[src/design/ftdpq_pkg.sv]
// shared types and constants for the tail-drop packet queue
`timescale 1ns / 1ps

package ftdpq_pkg;

  localparam int TIME_W = 48;
  localparam int ID_W   = 16;
  localparam int LEN_W  = 16;
  localparam int CAP_W  = 20;
  localparam int TPB_W  = 32;
  localparam int BYTES_W = 21;
  localparam int PROD_W = LEN_W + TPB_W;

  // queued packet, departure time in the lowest bits
  typedef struct packed {
    logic [LEN_W-1:0]  len;
    logic [ID_W-1:0]   id;
    logic [TIME_W-1:0] depart;
  } entry_t;

  localparam int ENTRY_W = $bits(entry_t);

  // configuration register indexes
  typedef enum logic {
    REG_CAPACITY      = 1'b0,
    REG_TIME_PER_BYTE = 1'b1
  } cfg_reg_t;

  // input word selector
  localparam logic CMD_ARRIVAL = 1'b0;
  localparam logic CMD_FLUSH   = 1'b1;

  // sequencer states
  typedef enum logic [1:0] {
    ST_IDLE  = 2'b01,
    ST_DRAIN = 2'b10
  } state_t;

endpackage

[src/design/ftdpq_out_reg.sv]
// result output register, parts the drain sequencer from the sink
`timescale 1ns / 1ps

module ftdpq_out_reg import ftdpq_pkg::*; (
  input  logic               clk,
  input  logic               rst_n,
  input  logic               push,
  input  entry_t             push_entry,
  input  logic               push_last,
  output logic               free,
  output logic               out_tvalid,
  input  logic               out_tready,
  output logic [ENTRY_W-1:0] out_tdata,
  output logic               out_tlast
);

  logic   valid_r;
  entry_t data_r;
  logic   last_r;

  assign free = !valid_r || out_tready;

  always_ff @(posedge clk) begin
    if (!rst_n) begin
      valid_r <= 1'b0;
    end else if (push) begin
      valid_r <= 1'b1;
    end else if (out_tready) begin
      valid_r <= 1'b0;
    end
  end

  always_ff @(posedge clk) begin
    if (push) begin
      data_r <= push_entry;
      last_r <= push_last;
    end
  end

  assign out_tvalid = valid_r;
  assign out_tdata  = data_r;
  assign out_tlast  = last_r;

endmodule

[config.mk]
export PLATFORM = sky130hd
export DESIGN_NAME = ftdpq_out_reg
export DESIGN_NICKNAME = d
export VERILOG_FILES = /design/src/design/ftdpq_pkg.sv /design/src/design/ftdpq_out_reg.sv
export SDC_FILE = /design/constraint.sdc
export NUM_CORES = 1
export LEC_CHECK = 0
export ABC_CLOCK_PERIOD_IN_PS = 1200
export BUFFER_PORTS_ARGS = -buffer_cell sky130_fd_sc_hd__buf_2
export CORE_ASPECT_RATIO = 1.2
export CORE_MARGIN = 2
export CORE_UTILIZATION = 24
export CTS_BUF_LIST = sky130_fd_sc_hd__clkbuf_4 sky130_fd_sc_hd__clkbuf_8 sky130_fd_sc_hd__clkbuf_16
export CTS_CLUSTER_DIAMETER = 200
export DETAILED_ROUTE_END_ITERATION = 6
export SYNTH_ARGS = -nofsm -noshare
export SYNTH_HDL_FRONTEND = slang
export SYNTH_SLANG_ARGS = --single-unit
[constraint.sdc]
create_clock -name clk -period 1.2 [get_ports clk]
set_input_delay 0.12 -clock clk [delete_from_list [all_inputs] [get_ports clk]]
set_output_delay 0.12 -clock clk [all_outputs]
set_load 0.02 [all_outputs]
# Yosys cells after proc, flatten, opt, wreduce, memory -nomap -nowiden
# Cells that the tools add are included.
# Widths: inputs -> output; s select.
dict set report totals {
  register_bits 82
  rom_bits 0
  mem_count 0
  word_cells 10
  mem_bits_rw 0
  latch_bits 0
}
dict set report classes {
  order_cmp 0
  n_bitwise 0
  mux 2
  n_eq_ne 0
  n_shift 0
  mul 0
  n_div 0
  n_reduce_logical 3
  addsub 0
}
# cell n
set op_table {}
lappend op_table {{$mux 1} 2}
lappend op_table {{$reduce_bool 2->1} 1}
lappend op_table {{$logic_not 1->1} 1}
lappend op_table {{$logic_or 1x1->1} 1}

# Longest topological paths before layout
dict set report logic_depth {
  depth_word 2
  ltp_mapped 2
  depth_no_buf 2
}

# Worst setup path before layout
# Ideal clock, no wire load.
dict set report synth_timing {
  path_kind {register to register}
  start {register, netlist name out_tvalid}
  end {register valid_r, in the netlist out_tvalid}
  path_stages_with_launch 3
  arrival_time_ns 0.708
  required_ns 1.134
  setup_slack_ns 0.426
  cell_sequence {dfxtp_1 nand2b_4 a21boi_2}
}
# element line_no
set synth_lines {}
lappend synth_lines {{end signal, assigned} ftdpq_out_reg.sv:25} ;# valid_r <= 1'b0;
lappend synth_lines {{end signal, assigned} ftdpq_out_reg.sv:27} ;# valid_r <= 1'b1;
lappend synth_lines {{end signal, assigned} ftdpq_out_reg.sv:29} ;# valid_r <= 1'b0;
lappend synth_lines {{end, declared} ftdpq_out_reg.sv:17} ;# logic valid_r;

# Worst setup path in the final report
dict set report layout_timing {
  start {register valid_r, in the netlist out_tvalid}
  end {output free}
}
dict set report layout_via {
  elab_chain_len 2
}
# element line_no
set layout_rtl {}
lappend layout_rtl {{$logic_not 1->1} ftdpq_out_reg.sv:21} ;# assign free = !valid_r || out_tready;
lappend layout_rtl {{$logic_or 1x1->1} ftdpq_out_reg.sv:21}
lappend layout_rtl {{end, declared} ftdpq_out_reg.sv:10} ;# output logic free,
# Every way passes these cells.

==> flow_metrics.tcl <==
set metrics [dict create \
    outcome "finished, final reports clean" \
    worstSetupEndpoint "free" \
    dp_hpwl_um 4140 \
    layout_commonest_cell "buf_2" \
    netlist_instances 85 \
    die_w_um 96.8 \
    cts_tree "built" \
    yosysUniqueCellTypes 5 \
    dr.pass1.iters 4 \
    start_util 0.247 \
    r2r_start "out_tvalid" \
    grt_max_degree 43 \
    start_kind "flip-flop" \
    yosysTopAreaCell "edfxtp_1" \
    rr_endpoint "out_tvalid" \
    worstRegToRegCells 2 \
    irDropWorstVdd_uv 707 \
    clk_latency_ns 0.33 \
    worst_ep_required_time_ns 1.08 \
    syn_nets 170 \
    final_cell_mix "buf_2, dlygate4sd3_1, edfxtp_1" \
    ctsHtreeMaxLevel 3 \
    dp.cells 380 \
    final-instance-count-excl-fill 476 \
    tightestPinTransition_ns 0.227 \
    path_class "reg -> out" \
    track_usage 0.117 \
    nets 431 \
    p_leak_nw 1.99 \
    skew_ns 0 \
    routedWlPerCell_um 13.7 \
    n_antenna_cell 0 \
    power_density_mw_per_mm2 1590 \
    gp_congestion 0.701 \
    clk_pin_slew_ns 0.06 \
    synthToLayoutAreaGrowth_pct 87.8 \
    ys_ff_latch 82 \
    viasPerCell 3.87 \
    post-route-min-period_ns 1.04 \
    cts_sinks 82 \
    core_area_mm2 0.0101 \
    die_y_um 115 \
    grt_pass1_vias 1982 \
    crit_start "out_tvalid" \
    cts_buffers 9 \
    finalCritPeriodShare 0.869 \
    drt_iter0_drc 64 \
    syn_area_per_cell_um2 29.2 \
    cts-root-buf "clkbuf_16" \
    synth_top_cells_by_area "edfxtp_1, dfxtp_1, nand2b_4, a21boi_2, inv_1" \
    path_max_fanout 2 \
    io-pin-count 168 \
    hold_slack_ns 0.0166 \
    core.rowCount 40 \
    antenna_found_initial 0 \
    maxSlewViolCount 0 \
    grt_pass1_wl_um 9760 \
    netlist_area_mm2 0.00248 \
    hold_viol 0 \
    worst_setup_path_end_kind "primary output" \
    stdcell_area_mm2 0.00466 \
    drive_gt1_frac 0.529 \
    die-area_mm2 0.0112 \
    fin_util 0.463 \
    place_area_mm2 0.00352 \
    fmax_mhz 958 \
    synth_top_area_frac 0.980 \
    antenna_left 0 \
    yosysSeqAreaShare 0.988 \
    setup_viol 0 \
    min_path_type "in -> reg" \
    routed_wl_um 6530 \
    drc 0 \
    r2r_setup_slack_ns 0.59 \
    grt.overflow.total 0 \
    cp_data_arrival_time_ns 0.92 \
    max_cap_violations 0 \
    setup_tns_ns 0 \
    rsz0062_at_grt "false" \
    vias 1844 \
    yosys_warnings 0 \
    max-slew-margin-rel 0.849 \
    io_buffer_count 167 \
    clockBufferDepth 2 \
]
-- synth_stat cells (all sizes together) --
master  instances
a21boi          1
nand2b          1
inv             1
dfxtp           1
edfxtp         81
-- logic make-up (layout without fill, tap and decap cells) --
| family | Yosys count | count (layout) | share of synthesized area |
|---|---|---|---|
| buffers and inverters | 1 | 266 | 0.00151 |
| flip-flops | 82 | 82 | 0.988 |
| AND/OR/NAND/NOR | 1 | 1 | 0.00555 |
| AO/OA/AOI/OAI | 1 | 1 | 0.00454 |
-- where the power goes --
group | leakage (nW) | internal, mW | switching (mW) | total (mW)
registers | 0.801 | 3.40 | 0.0561 | 3.45
clock network | 0.159 | 2.01 | 1.03 | 3.04
logic | 1.03 | 0.429 | 0.498 | 0.927
-- how the worst min path moves through the flow --
| stage | startpoint | endpoint | slack, ns | depth (start not counted) |
|---|---|---|---|---|
| 2_1_floorplan | push_entry[0] | out_tdata[0] | 0.22 | 0 |
| 3_3_place_gp | push_entry[51] | out_tdata[51] | 0.30 | 1 |
| 3_5_place_dp | push_entry[70] | out_tdata[70] | 0.30 | 1 |
| 4_1_cts | rst_n | out_tvalid | 0.008 | 2 |
| 5_1_grt | rst_n | out_tvalid | 0.02 | 2 |
| 6_report | rst_n | out_tvalid | 0.02 | 2 |
-- critical path: stages, from the launching register on --
cell	delay, ns
dfxtp_1	0.38
nand2b_4	0.07
buf_2	0.15
-- flip-flops by register name (all words and copies together) (netlist names) --
signal / count
out_tvalid: 1
out_tdata: 80
out_tlast: 1
-- stage by stage --
stage | worst slack (ns) | total power [mW]
floorplan | 0.426 | 3.83
global placement | 0.393 | 4.23
detailed placement | 0.386 | 4.24
CTS | 0.135 | 7.50
global route | 0.0980 | 7.72
finish | 0.157 | 7.42
-- final cells by class --
class / count / area [um^2]
Fill cell: 913 / 5400
Sequential cell: 82 / 2450
Timing Repair Buffer: 250 / 1690
Clock buffer: 9 / 225
Tap cell: 126 / 158
Clock inverter: 6 / 106
Multi-Input combinational cell: 2 / 25.0
Inverter: 1 / 3.75
-- layer usage --
metal | part of all wire | wire, um | track usage
met1 | 0.38 | 2460 | 0.131
met2 | 0.53 | 3450 | 0.192
met3 | 0.073 | 477 | 0.0468
met4 | 0.021 | 140 | 0.0620
met5 | 0 | 0 | 0
-- timing repair --
item	CTS	global route
resized for setup	0	0
hold endpoints to repair	81	0
hold buffers	81	0
buffers inserted	0	0
Power figures use the tool's default switching activity.
